[src/design/ptt_mul.sv]
// ----------------------------------------------------------------------------
// ptt_mul: three-stage signed multiplier
// Splits each operand into halves; partial products, then middle-term sum,
// then final recombination, each behind a register.
// ----------------------------------------------------------------------------
module ptt_mul #(
    parameter int OP_WIDTH = 36
) (
    input  logic                           clk,
    input  logic [2:0]                     en,
    input  logic signed [OP_WIDTH-1:0]     a,
    input  logic signed [OP_WIDTH-1:0]     b,
    output logic signed [2*OP_WIDTH-1:0]   p
);

    localparam int HALF  = (OP_WIDTH + 1) / 2;
    localparam int HI_W  = OP_WIDTH - HALF;
    localparam int HH_W  = 2 * HI_W;
    localparam int LL_W  = 2 * HALF;
    localparam int X_W   = HI_W + HALF + 1;
    localparam int MID_W = X_W + 1;
    localparam int P_W   = 2 * OP_WIDTH;

    logic signed [HI_W-1:0]  a_hi, b_hi;
    logic signed [HALF:0]    a_lo, b_lo;

    logic signed [HH_W-1:0]  pp_hh_reg;
    logic        [LL_W-1:0]  pp_ll_reg;
    logic signed [X_W-1:0]   pp_hl_reg, pp_lh_reg;

    logic signed [P_W-1:0]   cat_reg;
    logic signed [MID_W-1:0] mid_reg;
    logic signed [P_W-1:0]   mid_wide;

    logic signed [P_W-1:0]   p_reg;

    // high half signed, low half zero-extended
    assign a_hi = $signed(a[OP_WIDTH-1:HALF]);
    assign b_hi = $signed(b[OP_WIDTH-1:HALF]);
    assign a_lo = $signed({1'b0, a[HALF-1:0]});
    assign b_lo = $signed({1'b0, b[HALF-1:0]});

    assign mid_wide = {{(P_W-MID_W){mid_reg[MID_W-1]}}, mid_reg};

    always_ff @(posedge clk)
    begin
        if (en[0])
        begin
            pp_hh_reg <= HH_W'(a_hi) * HH_W'(b_hi);
            pp_ll_reg <= LL_W'(a[HALF-1:0]) * LL_W'(b[HALF-1:0]);
            pp_hl_reg <= X_W'(a_hi) * X_W'(b_lo);
            pp_lh_reg <= X_W'(a_lo) * X_W'(b_hi);
        end
        if (en[1])
        begin
            // low partial is below 2^(2*HALF), so it concatenates exactly
            cat_reg <= $signed({pp_hh_reg, pp_ll_reg});
            mid_reg <= MID_W'(pp_hl_reg) + MID_W'(pp_lh_reg);
        end
        if (en[2])
        begin
            p_reg <= cat_reg + (mid_wide <<< HALF);
        end
    end

    assign p = p_reg;

endmodule

[config.mk]
export PLATFORM = sky130hd
export DESIGN_NAME = ptt_mul
export DESIGN_NICKNAME = d
export VERILOG_FILES = /design/src/design/ptt_mul.sv
export SDC_FILE = /design/constraint.sdc
export NUM_CORES = 2
export LEC_CHECK = 0
export BUFFER_PORTS_ARGS = -buffer_cell sky130_fd_sc_hd__buf_2
export CAP_MARGIN = 25
export CORE_MARGIN = 2
export CORE_UTILIZATION = 65
export CTS_CLUSTER_SIZE = 8
export DETAILED_ROUTE_END_ITERATION = 12
export PLACE_DENSITY = 0.82
export SLEW_MARGIN = 5
export SYNTH_ARGS = -nofsm -noshare
export SYNTH_HDL_FRONTEND = slang
export SYNTH_SLANG_ARGS = --single-unit
[constraint.sdc]
create_clock -name clk -period 11.1 [get_ports clk]
set_clock_uncertainty 0.05 [all_clocks]
set_input_delay 0 -clock clk [delete_from_list [all_inputs] [get_ports clk]]
set_output_delay 0 -clock clk [all_outputs]
set_load 0.03 [all_outputs]
### Word level (Yosys, flattened, before mapping)

Index checks and enable logic that the tools add are counted.

* multipliers: 4
* shifts and indexed selects: 0
* bitwise gates (word level): 0
* reduce and logical (&&, ||, !) cells: 0
* equal/unequal tests: 0
* divide/modulo/power cells: 0
* order comparisons: 0
* multiplexer cells: 0
* add/subtract/negate cells: 2

Operators with widths (count)
* 72-bit by 56-bit adder with 72-bit output: 1
* 18-bit by 18-bit multiplier with 36-bit output: 2
* 37-bit by 37-bit adder with 38-bit output: 1
* 18-bit by 19-bit multiplier with 37-bit output: 1
* 19-bit by 18-bit multiplier with 37-bit output: 1

* ROM bits: 0
* word-level logic and storage cells: 13
* memory bits (writable): 0
* memories kept: 0
* bits of input ports: 76
* bits in latches: 0
* register bits after elaboration: 328

### Longest topological paths before layout

* depth after elaboration: 1
* mapped depth: 26

### Worst setup path after synthesis

OpenSTA, ideal clock, no wires.

* path type: input -> register
* start: input a[7]
* end: register pp_lh_reg[30] (data pin)
* stages: 24
* required time: 10791 ps
* library setup time: 259 ps
* arrival time: 5849 ps
* setup slack: 4942 ps
* cell sequence: clkbuf_1 > clkbuf_1 > nand2_1 > fa_1 > inv_1 > fa_1 > inv_1 > fa_1 > inv_1 > fa_1 > fa_1 > inv_1 > fa_1 > inv_1 > ha_1 > a21o_1 > a21o_1 > or3_1 > o21ba_2 > a311oi_2 > o211ai_2 > a21o_1 > a21oi_2 > xnor2_1

* longest elaborated chain between the ends: 1

Ends and longest elaborated chain
* start, declared: RTL line 11 `input logic signed [OP_WIDTH-1:0] a,`
* 19-bit by 18-bit multiplier with 37-bit output: RTL line 52 `pp_lh_reg <= X_W'(a_lo) * X_W'(b_hi);`
* end signal, assigned: RTL line 52
* end, declared: RTL line 29 `logic signed [X_W-1:0] pp_hl_reg, pp_lh_reg;`

No other way between the ends.
A chain may end at the register's enable or synchronous reset.

### Worst setup path after layout

* start: input b[35]
* end: register pp_lh_reg[33] (data pin)

* longest elaborated chain between the ends: 1

Ends and longest elaborated chain
* start, declared: RTL line 12 `input logic signed [OP_WIDTH-1:0] b,`
* 19-bit by 18-bit multiplier with 37-bit output: RTL line 52

No other way between the ends.

==> impl_metrics.xml <==
<?xml version="1.0" encoding="UTF-8"?>
<metrics>
  <group name="logic_synthesis">
    <metric name="syn-cell-area" unit="um^2">59100</metric>
    <metric name="syn_avg_cell_area" unit="um^2">9.71</metric>
    <metric name="post_synth_main_area_contributors" unit="">sky130_fd_sc_hd__fa_1 (37%), sky130_fd_sc_hd__edfxtp_1 (17%), sky130_fd_sc_hd__ha_1 (12%)</metric>
    <metric name="netlist.top_cell.by_area" unit="">sky130_fd_sc_hd__fa_1</metric>
    <metric name="yosys_register_bits" unit="">328</metric>
    <metric name="synth-warning-count" unit="">0</metric>
    <metric name="synth_nets" unit="">7818</metric>
    <metric name="post_synth_num_cell_types" unit="">84</metric>
    <metric name="post_synth_edffs" unit="">328</metric>
    <metric name="postSynth.topFlopCell" unit="">sky130_fd_sc_hd__edfxtp_1</metric>
    <metric name="post-synth-top-count-cell" unit="">sky130_fd_sc_hd__inv_1</metric>
    <metric name="synth-seq-area-share" unit="%">16.7</metric>
    <metric name="synth_cells" unit="">6084</metric>
    <metric name="synth_async_sr_flop_share" unit="%">0</metric>
    <metric name="synth.top_cells.by_count" unit="">sky130_fd_sc_hd__inv_1 (1342), sky130_fd_sc_hd__fa_1 (1099), sky130_fd_sc_hd__nand2_1 (688)</metric>
    <metric name="synth_top_area_share" unit="%">37.2</metric>
  </group>
  <group name="global_routing">
    <metric name="grtUsageMet3" unit="%">4.98</metric>
    <metric name="wire_length_of_the_first_global_routing_pass" unit="mm">234</metric>
    <metric name="gr-usage-all-layers" unit="%">31.5</metric>
    <metric name="antenna_violations_before_repair" unit="">21</metric>
    <metric name="use_met2" unit="%">53.2</metric>
    <metric name="maximum_number_of_pins_on_one_net_before_global_route_repair" unit="">81</metric>
    <metric name="grt_overflow" unit="">0</metric>
    <metric name="first_global_vias" unit="">45900</metric>
    <metric name="gr-usage-met1" unit="%">41.2</metric>
    <metric name="gr-max-usage-layer" unit="">met2</metric>
  </group>
  <group name="route">
    <metric name="drt_initial_violations" unit="">3385</metric>
    <metric name="drc_viols" unit="">0</metric>
    <metric name="postRouteAntennaNets" unit="">0</metric>
    <metric name="routed_wl" unit="mm">139</metric>
    <metric name="detailedRoute.firstPassIterationCount" unit="">6</metric>
    <metric name="drt-wirelength-per-cell" unit="um">19.3</metric>
    <metric name="route.vias.total" unit="">41900</metric>
    <metric name="avgViaCountPerCell" unit="">5.81</metric>
  </group>
  <group name="place">
    <metric name="buffer_ports.inserted" unit="">147</metric>
    <metric name="place.detailed.hpwl" unit="mm">104</metric>
    <metric name="gp_routability_congestion" unit="">0.912</metric>
  </group>
  <group name="layout">
    <metric name="finalNetCount" unit="">7757</metric>
    <metric name="flow.area_growth_from_synthesis" unit="%">4.51</metric>
    <metric name="core_occupancy_in_the_finished_layout" unit="%">68.6</metric>
    <metric name="drive_gt1_share" unit="%">4.35</metric>
    <metric name="fillers" unit="">6697</metric>
  </group>
  <group name="clock_network">
    <metric name="tritoncts.num_buffers" unit="">48</metric>
    <metric name="postCtsSetupBuffers" unit="">0</metric>
    <metric name="clk_pin_slew" unit="ps">50</metric>
    <metric name="clk_path_buf_depth" unit="">3</metric>
    <metric name="cts_tree" unit="">done</metric>
    <metric name="numClockSinks" unit="">328</metric>
    <metric name="worstSkewPairLatency" unit="ps">630</metric>
    <metric name="root_buffer" unit="">sky130_fd_sc_hd__clkbuf_16</metric>
    <metric name="cts_htree_levels" unit="">2</metric>
  </group>
  <group name="worst_setup_path">
    <metric name="crit_required" unit="ps">11390</metric>
    <metric name="crit_path_end_kind" unit="">flop</metric>
    <metric name="timing.setup.critical_path_class" unit="">in2reg</metric>
    <metric name="startpoint_type" unit="">input pin</metric>
    <metric name="critical_path_peak_fanout" unit="">26</metric>
    <metric name="timing.critical_path.arrival" unit="ps">7100</metric>
  </group>
  <group name="job">
    <metric name="max_cap_violations" unit="">0</metric>
  </group>
  <group name="timing">
    <metric name="slew_violations" unit="">0</metric>
    <metric name="rsz0062_at_grt" unit="">false</metric>
    <metric name="period_minus_slack" unit="ps">6810</metric>
    <metric name="hold_violations" unit="">0</metric>
    <metric name="setup_viol" unit="">0</metric>
    <metric name="final.period_utilization" unit="%">61.3</metric>
    <metric name="max-slew-margin-rel" unit="%">33.1</metric>
    <metric name="timing.fmax" unit="MHz">147</metric>
    <metric name="max_slew.worst_pin.slew" unit="ps">1000</metric>
    <metric name="timing.setup.tns" unit="ps">0</metric>
  </group>
  <group name="floorplan">
    <metric name="std_cell_rows" unit="">110</metric>
    <metric name="dieWidth" unit="um">306</metric>
    <metric name="fp.dieArea" unit="um^2">93300</metric>
    <metric name="pin_count" unit="">148</metric>
    <metric name="core_area" unit="um^2">90000</metric>
    <metric name="initial_core_util" unit="%">65.7</metric>
    <metric name="dieHeight" unit="um">306</metric>
  </group>
  <group name="hold_path">
    <metric name="hold_class" unit="">in2reg</metric>
  </group>
  <group name="run_status">
    <metric name="run_status" unit="">finished, final reports clean</metric>
  </group>
</metrics>
[through the flow]
stage | hold WS [ps] | area (um^2) | instances | setup slack (ps)
CTS | 45.8 | 61800 | 7205 | 4370
global placement | 351 | 60400 | 7146 | 3960
detailed placement | 355 | 60400 | 7146 | 3730
floorplan | 62.5 | 59100 | 6084 | 4940
finish | 87.0 | 61800 | 7210 | 4290
global route | 92.5 | 61800 | 7209 | 3900
[worst max-delay path, cell delays in order]
cell and delay, ps:
sky130_fd_sc_hd__buf_2 400, sky130_fd_sc_hd__clkinv_1 910, sky130_fd_sc_hd__nor2_1 370, sky130_fd_sc_hd__fa_1 470, sky130_fd_sc_hd__fa_1 460, sky130_fd_sc_hd__fa_1 520, sky130_fd_sc_hd__fa_1 440, sky130_fd_sc_hd__fa_1 490
sky130_fd_sc_hd__inv_1 50, sky130_fd_sc_hd__fa_1 480, sky130_fd_sc_hd__inv_1 40, sky130_fd_sc_hd__ha_1 350, sky130_fd_sc_hd__and3_1 250, sky130_fd_sc_hd__a31oi_1 160, sky130_fd_sc_hd__o21ai_0 130, sky130_fd_sc_hd__a21o_1 190
sky130_fd_sc_hd__a221o_1 340, sky130_fd_sc_hd__a21oi_1 320, sky130_fd_sc_hd__o2111ai_1 250, sky130_fd_sc_hd__a21boi_1 240, sky130_fd_sc_hd__o21bai_1 100, sky130_fd_sc_hd__xor2_1 140
[layout by cell type (no fill, tap or decap), types with 31 or more instances in the layout]
master and instances:
sky130_fd_sc_hd__xnor2_1 162, sky130_fd_sc_hd__inv_1 1342, sky130_fd_sc_hd__nand2b_1 41, sky130_fd_sc_hd__nor2_1 148
sky130_fd_sc_hd__and2_1 644, sky130_fd_sc_hd__ha_1 559, sky130_fd_sc_hd__o21bai_1 31, sky130_fd_sc_hd__fa_1 1099
sky130_fd_sc_hd__o21a_1 31, sky130_fd_sc_hd__o21ai_0 78, sky130_fd_sc_hd__clkbuf_16 49, sky130_fd_sc_hd__a21oi_1 170
sky130_fd_sc_hd__xor2_1 45, sky130_fd_sc_hd__nand3_1 38, sky130_fd_sc_hd__buf_2 144, sky130_fd_sc_hd__a21o_1 102
sky130_fd_sc_hd__nand2_1 688, sky130_fd_sc_hd__edfxtp_1 328
[path summary, 6_finish.rpt]
path	start	cells after the start	slack, ps	endpoint
hold / removal	b[18]	3	90	pp_lh_reg[0]$_DFFE_PP_
setup / recovery	b[35]	22	4290	pp_lh_reg[33]$_DFFE_PP_
hold reg to reg	cat_reg[8]$_DFFE_PP_	0	350	p[8]$_DFFE_PP_
setup reg to reg	pp_hl_reg[1]$_DFFE_PP_	11	7040	mid_reg[29]$_DFFE_PP_
[per-layer routing]
layer	vias up	wire length (um)	part of all wire (%)
met5	-	127	0.091
met4	22	5850	4.2
met3	372	12300	8.8
met2	1818	67100	48
met1	21300	53900	39
li1	18400	-	-
[cell type report]
type	instances	area (um^2)	share of cell area, %
tap	1176	1470	2.38
multi-input combinational	4132	43100	69.8
clock inverter	6	92.6	0.150
timing repair buffer	170	927	1.50
inverter	1343	5040	8.16
sequential	328	9850	15.9
clock buffer	50	1230	1.99
antenna	5	12.5	0.0203
[kinds of logic (layout without fill, tap and decap cells)]
group | Yosys count | count (layout) | share of synthesized area, %
xor gates and xnor gates | 207 | 207 | 3.07
DFF | 328 | 328 | 16.7
AOI/OAI and AO/OA | 565 | 565 | 6.39
and+or+nand+nor | 1700 | 1700 | 14.4
adders and majority gates | 1658 | 1658 | 49.1
other | 0 | 5 | 0
buffers and inverters | 1624 | 1569 | 10.3
muxes | 2 | 2 | 0.0339
[repair_timing]
action | CTS | global route
hold buffers | 3 | 0
hold endpoints to repair | 131 | 0
resized for setup | 0 | 0
Power is left out: the tool's default activity adds up to more than one toggle a clock period on the data nets, which glitch-free logic cannot reach.
